==> src/hw/rtl/bafilt_pkg.sv <==
// Package for the bearer admission filter: operation and cause codes,
// sequencer states, the control group broadcast to the list cells, and limits.
// No dependencies.
package bafilt_pkg;

	localparam int ID_W         = 8;
	localparam int CAUSE_W      = 3;
	localparam int RATE_W       = 40;
	localparam int FAIL_W       = CAUSE_W + ID_W;
	localparam int LIST_DEPTH_DEF = 16;

	localparam logic [7:0] ID_MIN       = 8'd1;
	localparam logic [7:0] ID_MAX       = 8'd15;
	localparam logic [7:0] QCI_MIN      = 8'd1;
	localparam logic [7:0] QCI_MAX      = 8'd9;
	localparam logic [7:0] ARP_MIN      = 8'd1;
	localparam logic [7:0] ARP_MAX      = 8'd15;
	localparam logic [7:0] QCI_GBR_MAX  = 8'd4;

	typedef enum logic [1:0] {
		OP_FILTER    = 2'd0,
		OP_READ_ADM  = 2'd1,
		OP_READ_FAIL = 2'd2,
		OP_CLEAR     = 2'd3
	} op_t;

	typedef enum logic [CAUSE_W-1:0] {
		CAUSE_OK      = 3'd0,
		CAUSE_BAD_ID  = 3'd1,
		CAUSE_DUP     = 3'd2,
		CAUSE_BAD_QCI = 3'd3,
		CAUSE_BAD_ARP = 3'd4,
		CAUSE_BAD_GBR = 3'd5
	} cause_t;

	typedef enum logic [1:0] {
		ST_IDLE,
		ST_SEARCH,
		ST_UPDATE
	} state_t;

	// Control broadcast to every cell of one list.
	typedef struct packed {
		logic            search;  // capture the key compare into the hit flag
		logic            remove;  // close the gap behind the hit entry
		logic            append;  // write the cell that sits at the count
		logic [ID_W-1:0] key;     // bearer id being looked up
		logic [7:0]      idx;     // list position being read
	} cell_ctl_t;

endpackage

==> src/hw/rtl/bafilt_cell.sv <==
// One list position of the bearer admission filter: holds one entry,
// compares it with the key, and passes read data and the shift flag on.
// Depends on bafilt_pkg.
module bafilt_cell #(
	parameter int INDEX  = 0,
	parameter int DATA_W = 8,
	parameter int CNT_W  = 5
) (
	input  logic                  clk,
	input  logic                  arst_n,
	input  bafilt_pkg::cell_ctl_t ctl,
	input  logic [CNT_W-1:0]      count,
	input  logic [DATA_W-1:0]     wr_data,
	input  logic [DATA_W-1:0]     nbr_data,
	output logic [DATA_W-1:0]     data,
	input  logic                  shift_in,
	output logic                  shift_out,
	input  logic [DATA_W-1:0]     rd_in,
	output logic [DATA_W-1:0]     rd_out
);
	import bafilt_pkg::*;

	logic [DATA_W-1:0] data_q;
	logic              hit_q;
	logic              live;
	logic              eq;
	logic              sel;

	// Only positions below the count hold entries.
	assign live = CNT_W'(INDEX) < count;
	assign eq   = live && (data_q[ID_W-1:0] == ctl.key);
	assign sel  = live && (ctl.idx == 8'(INDEX));

	// A hit here or in any lower cell means this cell takes its upper neighbor.
	assign shift_out = shift_in | hit_q;
	assign rd_out    = rd_in | (sel ? data_q : '0);
	assign data      = data_q;

	always_ff @(posedge clk or negedge arst_n) begin
		if (!arst_n) begin
			hit_q <= 1'b0;
		end else if (ctl.search) begin
			hit_q <= eq;
		end
	end

	always_ff @(posedge clk) begin
		if (ctl.remove && shift_out) begin
			data_q <= nbr_data;
		end else if (ctl.append && (CNT_W'(INDEX) == count)) begin
			data_q <= wr_data;
		end
	end

endmodule

==> src/hw/rtl/bearer_admission_filter.sv <==
// Bearer admission filter: a request accepted in the idle step is searched through the
// cell rows, then updated, and its result is registered valid on the master side.
// A new request is taken only after the accept, search and update steps of the last one
// over the two rows of list cells; a held result stalls only the update step.
// Reset clears both list counts, the sequencer and the output valid flag; the
// list contents are not cleared, since entries above the count are never read.
module bearer_admission_filter #(
	parameter int LIST_DEPTH = bafilt_pkg::LIST_DEPTH_DEF
) (
	input  logic         clk,
	input  logic         arst_n,
	input  logic         s_axis_tvalid,
	output logic         s_axis_tready,
	// bearer_id[7:0], qci[15:8], arp_level[23:16], gbr_present[24],
	// dl_guaranteed[64:25], dl_maximum[104:65], ul_guaranteed[144:105],
	// ul_maximum[184:145], entry_index[192:185], zero fill[199:193]
	input  logic [199:0] s_axis_tdata,
	// operation[1:0]
	input  logic [1:0]   s_axis_tuser,
	output logic         m_axis_tvalid,
	input  logic         m_axis_tready,
	// cause[2:0], recorded[3], entry_id[11:4], entry_cause[14:12],
	// admitted_count[19:15], failed_count[24:20], zero fill[31:25]
	output logic [31:0]  m_axis_tdata
);
	import bafilt_pkg::*;

	localparam int CNT_W = $clog2(LIST_DEPTH + 1);

	state_t state_q, state_d;

	// Request captured on acceptance. The two rate checks are made right at
	// the input so only one bit per request is kept.
	op_t             op_q;
	logic [ID_W-1:0] id_q;
	logic [7:0]      qci_q;
	logic [7:0]      arp_q;
	logic            gbr_q;
	logic            rate_ok_q;
	logic [7:0]      idx_q;

	logic [CNT_W-1:0] adm_cnt_q, fail_cnt_q;
	logic [CNT_W-1:0] adm_cnt_d, fail_cnt_d;

	// Read data from the search pass, registered before it is used.
	logic [ID_W-1:0]   adm_rd_q;
	logic [FAIL_W-1:0] fail_rd_q;

	// Output register that parts the result from the next request.
	logic               m_valid_q;
	cause_t             out_cause_q;
	logic               out_rec_q;
	logic [ID_W-1:0]    out_eid_q;
	logic [CAUSE_W-1:0] out_ecause_q;
	logic [4:0]         out_adm_q, out_fail_q;

	cell_ctl_t adm_ctl, fail_ctl;
	logic      accept, advance;
	cause_t    cause;
	logic      adm_found, fail_found;
	logic      recorded;
	logic [ID_W-1:0]    eid;
	logic [CAUSE_W-1:0] ecause;

	// Cell rows. The shift flag and read data ripple from position 0 upward;
	// the top cell takes zeros when the list closes a gap.
	logic [ID_W-1:0]   adm_data  [LIST_DEPTH];
	logic [ID_W-1:0]   adm_rd    [LIST_DEPTH+1];
	logic              adm_sh    [LIST_DEPTH+1];
	logic [FAIL_W-1:0] fail_data [LIST_DEPTH];
	logic [FAIL_W-1:0] fail_rd   [LIST_DEPTH+1];
	logic              fail_sh   [LIST_DEPTH+1];

	assign adm_rd[0]  = '0;
	assign adm_sh[0]  = 1'b0;
	assign fail_rd[0] = '0;
	assign fail_sh[0] = 1'b0;

	for (genvar i = 0; i < LIST_DEPTH; i++) begin : g_cells
		logic [ID_W-1:0]   adm_nbr;
		logic [FAIL_W-1:0] fail_nbr;

		if (i == LIST_DEPTH - 1) begin : g_top
			assign adm_nbr  = '0;
			assign fail_nbr = '0;
		end else begin : g_mid
			assign adm_nbr  = adm_data[i+1];
			assign fail_nbr = fail_data[i+1];
		end

		bafilt_cell #(
			.INDEX  (i),
			.DATA_W (ID_W),
			.CNT_W  (CNT_W)
		) u_adm (
			.clk       (clk),
			.arst_n    (arst_n),
			.ctl       (adm_ctl),
			.count     (adm_cnt_q),
			.wr_data   (id_q),
			.nbr_data  (adm_nbr),
			.data      (adm_data[i]),
			.shift_in  (adm_sh[i]),
			.shift_out (adm_sh[i+1]),
			.rd_in     (adm_rd[i]),
			.rd_out    (adm_rd[i+1])
		);

		bafilt_cell #(
			.INDEX  (i),
			.DATA_W (FAIL_W),
			.CNT_W  (CNT_W)
		) u_fail (
			.clk       (clk),
			.arst_n    (arst_n),
			.ctl       (fail_ctl),
			.count     (fail_cnt_q),
			.wr_data   ({cause, id_q}),
			.nbr_data  (fail_nbr),
			.data      (fail_data[i]),
			.shift_in  (fail_sh[i]),
			.shift_out (fail_sh[i+1]),
			.rd_in     (fail_rd[i]),
			.rd_out    (fail_rd[i+1])
		);
	end

	// The end of each shift chain tells whether any cell hit in the search pass.
	assign adm_found  = adm_sh[LIST_DEPTH];
	assign fail_found = fail_sh[LIST_DEPTH];

	assign accept  = s_axis_tvalid && s_axis_tready;
	assign advance = !m_valid_q || m_axis_tready;

	// Checks in the order the request is judged; the first failure wins.
	always_comb begin
		if (id_q < ID_MIN || id_q > ID_MAX) begin
			cause = CAUSE_BAD_ID;
		end else if (adm_found || fail_found) begin
			cause = CAUSE_DUP;
		end else if (qci_q < QCI_MIN || qci_q > QCI_MAX) begin
			cause = CAUSE_BAD_QCI;
		end else if (arp_q < ARP_MIN || arp_q > ARP_MAX) begin
			cause = CAUSE_BAD_ARP;
		end else if (qci_q <= QCI_GBR_MAX && gbr_q && !rate_ok_q) begin
			cause = CAUSE_BAD_GBR;
		end else begin
			cause = CAUSE_OK;
		end
	end

	always_comb begin
		state_d = state_q;
		case (state_q)
			ST_IDLE: begin
				if (s_axis_tvalid) begin
					state_d = ST_SEARCH;
				end
			end
			ST_SEARCH: begin
				state_d = ST_UPDATE;
			end
			ST_UPDATE: begin
				if (advance) begin
					state_d = ST_IDLE;
				end
			end
			default: begin
				state_d = ST_IDLE;
			end
		endcase
	end

	// Outputs of the sequencer: cell controls, list counts and the result.
	always_comb begin
		s_axis_tready = 1'b0;
		adm_ctl       = '{search: 1'b0, remove: 1'b0, append: 1'b0, key: id_q, idx: idx_q};
		fail_ctl      = '{search: 1'b0, remove: 1'b0, append: 1'b0, key: id_q, idx: idx_q};
		adm_cnt_d     = adm_cnt_q;
		fail_cnt_d    = fail_cnt_q;
		recorded      = 1'b0;
		eid           = '0;
		ecause        = '0;
		case (state_q)
			ST_IDLE: begin
				s_axis_tready = 1'b1;
			end
			ST_SEARCH: begin
				adm_ctl.search  = 1'b1;
				fail_ctl.search = 1'b1;
			end
			ST_UPDATE: begin
				case (op_q)
					OP_FILTER: begin
						if (cause == CAUSE_OK) begin
							if (adm_cnt_q < CNT_W'(LIST_DEPTH)) begin
								adm_ctl.append = advance;
								adm_cnt_d      = adm_cnt_q + CNT_W'(1);
								recorded       = 1'b1;
							end
						end else begin
							// A duplicate leaves the admitted list before the
							// failed list is tried.
							if (cause == CAUSE_DUP && adm_found) begin
								adm_ctl.remove = advance;
								adm_cnt_d      = adm_cnt_q - CNT_W'(1);
							end
							if (fail_cnt_q < CNT_W'(LIST_DEPTH) && !fail_found) begin
								fail_ctl.append = advance;
								fail_cnt_d      = fail_cnt_q + CNT_W'(1);
								recorded        = 1'b1;
							end
						end
					end
					OP_READ_ADM: begin
						eid = adm_rd_q;
					end
					OP_READ_FAIL: begin
						eid    = fail_rd_q[ID_W-1:0];
						ecause = fail_rd_q[FAIL_W-1:ID_W];
					end
					OP_CLEAR: begin
						adm_cnt_d  = '0;
						fail_cnt_d = '0;
					end
					default: begin
						eid = '0;
					end
				endcase
			end
			default: begin
				s_axis_tready = 1'b0;
			end
		endcase
	end

	always_ff @(posedge clk or negedge arst_n) begin
		if (!arst_n) begin
			state_q    <= ST_IDLE;
			adm_cnt_q  <= '0;
			fail_cnt_q <= '0;
			m_valid_q  <= 1'b0;
		end else begin
			state_q <= state_d;
			if (state_q == ST_UPDATE && advance) begin
				adm_cnt_q  <= adm_cnt_d;
				fail_cnt_q <= fail_cnt_d;
				m_valid_q  <= 1'b1;
			end else if (m_axis_tready) begin
				m_valid_q <= 1'b0;
			end
		end
	end

	always_ff @(posedge clk) begin
		if (accept) begin
			op_q      <= op_t'(s_axis_tuser);
			id_q      <= s_axis_tdata[7:0];
			qci_q     <= s_axis_tdata[15:8];
			arp_q     <= s_axis_tdata[23:16];
			gbr_q     <= s_axis_tdata[24];
			rate_ok_q <= (s_axis_tdata[64:25] <= s_axis_tdata[104:65]) &&
			             (s_axis_tdata[144:105] <= s_axis_tdata[184:145]);
			idx_q     <= s_axis_tdata[192:185];
		end
		if (state_q == ST_SEARCH) begin
			adm_rd_q  <= adm_rd[LIST_DEPTH];
			fail_rd_q <= fail_rd[LIST_DEPTH];
		end
		if (state_q == ST_UPDATE && advance) begin
			// Filter requests report a cause; all other operations report OK.
			out_cause_q  <= (op_q == OP_FILTER) ? cause : CAUSE_OK;
			out_rec_q    <= recorded;
			out_eid_q    <= eid;
			out_ecause_q <= ecause;
			out_adm_q    <= 5'(adm_cnt_d);
			out_fail_q   <= 5'(fail_cnt_d);
		end
	end

	assign m_axis_tvalid = m_valid_q;
	assign m_axis_tdata  = {7'd0, out_fail_q, out_adm_q, out_ecause_q, out_eid_q,
	                        out_rec_q, out_cause_q};

	// An id is never held in both lists at once.
	a_lists_disjoint: assert property (@(posedge clk) disable iff (!arst_n)
		(state_q == ST_UPDATE) |-> !(adm_found && fail_found))
		else $error("bearer id found in both lists");

	// Counts never pass the list depth.
	a_count_bound: assert property (@(posedge clk) disable iff (!arst_n)
		(adm_cnt_q <= CNT_W'(LIST_DEPTH)) && (fail_cnt_q <= CNT_W'(LIST_DEPTH)))
		else $error("list count beyond depth");

	// The failed list only shrinks on a clear.
	a_fail_grows: assert property (@(posedge clk) disable iff (!arst_n)
		(state_q == ST_UPDATE && advance && op_q != OP_CLEAR) |=>
		(fail_cnt_q >= $past(fail_cnt_q)))
		else $error("failed list shrank without a clear");

	// The admitted list never appends and closes a gap in the same cycle.
	a_adm_one_write: assert property (@(posedge clk) disable iff (!arst_n)
		!(adm_ctl.append && adm_ctl.remove))
		else $error("admitted list append and remove together");

endmodule

==> config.mk <==
export PLATFORM = sky130hd
export DESIGN_NAME = bearer_admission_filter
export DESIGN_NICKNAME = d
export VERILOG_FILES = /design/src/hw/rtl/bafilt_pkg.sv /design/src/hw/rtl/bafilt_cell.sv /design/src/hw/rtl/bearer_admission_filter.sv
export SDC_FILE = /design/constraint.sdc
export NUM_CORES = 1
export LEC_CHECK = 0
export ABC_AREA = 0
export ABC_CLOCK_PERIOD_IN_PS = 3600
export BUFFER_PORTS_ARGS = -buffer_cell sky130_fd_sc_hd__buf_2
export CORE_MARGIN = 1
export CORE_UTILIZATION = 54
export CTS_CLUSTER_SIZE = 10
export DETAILED_ROUTE_END_ITERATION = 16
export GPL_TIMING_DRIVEN = 1
export PLACE_DENSITY = 0.8
export SKIP_CTS_REPAIR_TIMING = 1
export SYNTH_ARGS = -nofsm -noshare
export SYNTH_HDL_FRONTEND = slang
export SYNTH_SLANG_ARGS = --single-unit
==> constraint.sdc <==
create_clock -name clk -period 3.6 [get_ports clk]
set_input_delay 0.54 -clock clk [delete_from_list [all_inputs] [get_ports clk]]
set_output_delay 0.54 -clock clk [all_outputs]
set_load 0.01 [all_outputs]
==> metrics.csv <==
metric;value;unit
hold_viol;0;
vias;17900;
path_max_fanout;8;
ant_nets;0;
startpoint_type;flip-flop;
fillCellCount;3087;
pwr_density_cell;473;nW/um^2
io_buffers;225;
max_stage_delay;0.60;ns
final_common_cell;edfxtp_1;
rsz0062_at_grt;no;
cts.sinks;429;
start_util;55.4;%
grt_overflow;0;
critical_path_class;flip-flop to flip-flop;
crit_start;g_cells[1].u_adm.hit_q;
rows;74;
antenna_found_initial;4;
max_freq;288;MHz
cts_max_path_buffers;3;
dieArea;43100;um^2
critPathBufInv;1;
synthDistinctLibCells;68;
crit_family;simple AND/OR/NAND/NOR gates;
layout.nets;2440;
r2r_start;g_cells[1].u_adm.hit_q;
fin_crit;3.48;ns
dieWidth;208;um
ys.flop_type;edfxtp_1;
cpMaxStageDelayCell;or4_4;
post-place-ws;0.171;ns
status;finished, final reports clean;
wl_per_cell;27.9;um
fin_skew;0.0280;ns
syn2layout_area_growth;16.3;%
clk_pin_slew;0.06;ns
tightest_slew;1.26;ns
synthArstFlopShare;10.5;%
first_pass_iters;9;
setup_viol_count_final;0;
cts_tree;built;
ys_seq_elements;429;
fp.dieH;208;um
io_pins;240;
core_area;41200;um^2
arrival;3.73;ns
ir_worst_vdd;382;uV
yosys_warnings;0;
drv_cap;0;
vias_per_cell;6.58;
drv_slew;0;
dp_hpwl;55.9;mm
setup-tns-final;0;ns
insertion_delay;0.60;ns
grt_usage;34.9;%
grt_start_max_net_pins;66;
final_cell_mix;376 x edfxtp_1, 225 x buf_2, 186 x xnor2_1;
drt_iter0_drc;2512;
seq_area_frac_synth;55.1;%
end_kind;flip-flop;
leakagePower;0.0102;uW
layout_setup_ws;0.123;ns
drc;0;
max_slew_margin;15.9;%
numCtsBuffers;49;
worstPathCellList;or4_4 -> or3_1 -> or3_2 -> nor4_4 -> buf_4 -> and3b_1 -> a21o_1;
cts_root_buffer;clkbuf_16;
cp.required;3.85;ns
synth_edf_count;376;
synthCells;1860;
min_period_over_period;96.6;%
htreeDepth;2;
hp-class;input port to async pin;
wirelength;75.8;mm
grt_pass1_vias;17700;
drive_above_1_share;21.6;%
whs;0.0562;ns
syn_avg_cell_area;12.3;um^2
place.gp.congestion;1.05;
grt_pass1_wl;111;mm
synth_area;22800;um^2
[stage by stage]
step | util (%) | total power, uW | cells | area [um^2]
floorplan | - | 7200 | 1866 | 22800
global placement | 60.8 | 7870 | 2623 | 25000
detailed placement | 60.8 | 7930 | 2623 | 25000
CTS | 64.3 | 12500 | 2715 | 26500
global route | 64.4 | 12900 | 2717 | 26500
finish | 64.4 | 12500 | 2718 | 26500
[sequential cells by signal (all words and copies together), names as in the netlist, 3 cells and up]
name / cells
id_q: 8
g_cells.u_fail.data: 176
fail_cnt_q: 5
g_cells.u_fail.hit_q: 16
out_cause_q: 3
adm_cnt_q: 5
idx_q: 8
qci_q: 8
out_eid_q: 8
out_adm_q: 5
arp_q: 8
adm_rd_q: 8
out_fail_q: 5
g_cells.u_adm.hit_q: 16
out_ecause_q: 3
fail_rd_q: 11
g_cells.u_adm.data: 128
[cells in the mapped netlist, types with 5 or more instances]
master | instances | area share [%]
a31oi_1 | 6 | 0.16
buf_1 | 21 | 0.35
dfxtp_1 | 8 | 0.70
nor4_1 | 36 | 0.99
nand2b_1 | 10 | 0.27
a2111oi_0 | 5 | 0.19
buf_4 | 8 | 0.26
o211ai_1 | 7 | 0.23
nor3b_1 | 5 | 0.16
xnor2_1 | 186 | 7.1
ha_1 | 92 | 5.0
dfrtp_1 | 45 | 4.9
o41ai_1 | 22 | 0.84
a221oi_1 | 77 | 3.0
a21oi_1 | 48 | 1.1
or3_1 | 10 | 0.27
nand3_1 | 21 | 0.46
xor2_1 | 70 | 2.7
and2_1 | 7 | 0.19
a22oi_1 | 10 | 0.33
or2_2 | 5 | 0.14
nor2b_1 | 6 | 0.16
nand4_1 | 88 | 2.4
edfxtp_1 | 376 | 49
mux2_2 | 60 | 3.0
o21ai_0 | 42 | 0.92
inv_1 | 92 | 1.5
a22o_1 | 78 | 3.0
and3_1 | 14 | 0.38
nor2_1 | 67 | 1.1
o21a_1 | 5 | 0.16
clkbuf_1 | 76 | 1.3
nor3_1 | 36 | 0.79
a21o_1 | 85 | 2.8
nand2_1 | 68 | 1.1
a211oi_1 | 6 | 0.20
[worst paths after layout]
check                                            to  slack [ns]  cells after the start
setup reg to reg           g_cells[7].u_adm.data[7]        0.12                      7
min in group clk                            id_q[6]        0.12                      1
hold / removal                         adm_cnt_q[2]        0.06                      1
setup / recovery           g_cells[7].u_adm.data[7]        0.12                      7
max in group asynchronous   g_cells[4].u_fail.hit_q        2.76                      2
hold reg to reg              g_cells[3].u_adm.hit_q        0.48                      2
[kinds of logic (layout without fill, tap and decap cells)]
kind of cell    Yosys count  in the layout  synth area share, %
fa+ha+maj                92             92                 5.05
simple gates            396            396                 9.39
compound gates          425            425                 14.1
xor+xnor                256            256                 9.83
buf+inv                 201            518                 3.52
mux                      60             60                 2.96
flops                   429            429                 55.1
other cells               1             10               0.0164
[per-layer routing]
metal / vias to the layer above / routed length, um / track usage [%]
li1: 7706 / - / -
met1: 8567 / 28300 / 46.4
met2: 1400 / 33800 / 54.5
met3: 215 / 10600 / 9.33
met4: 2 / 3230 / 14.0
met5: - / 13 / 0
[area by class of cell]
class                           instances  area (um^2)  area share (%)
Sequential cell                       429        12600            47.4
Multi-Input combinational cell       1236         9480            35.8
Timing Repair Buffer                  334         1970            7.43
Clock buffer                           86         1370            5.15
Tap cell                              532          666            2.51
Inverter                               92          345            1.30
Clock inverter                          6          108           0.406
Antenna cell                            3         7.51          0.0283
[where the power goes]
part	internal (uW)	total (uW)	switching, uW
clock	2650	4650	2000
combinational	721	2010	1290
sequential	5720	5890	163
total	9090	12500	3450
[worst reg2reg max path, delay by kind of cell (launching register included)]
| kind | cells | cell delay [ns] |
|---|---|---|
| simple gates | 5 | 2.15 |
| compound gates | 1 | 0.38 |
| flops | 1 | 0.41 |
| buf+inv | 1 | 0.20 |
Power figures use the tool's default switching activity.
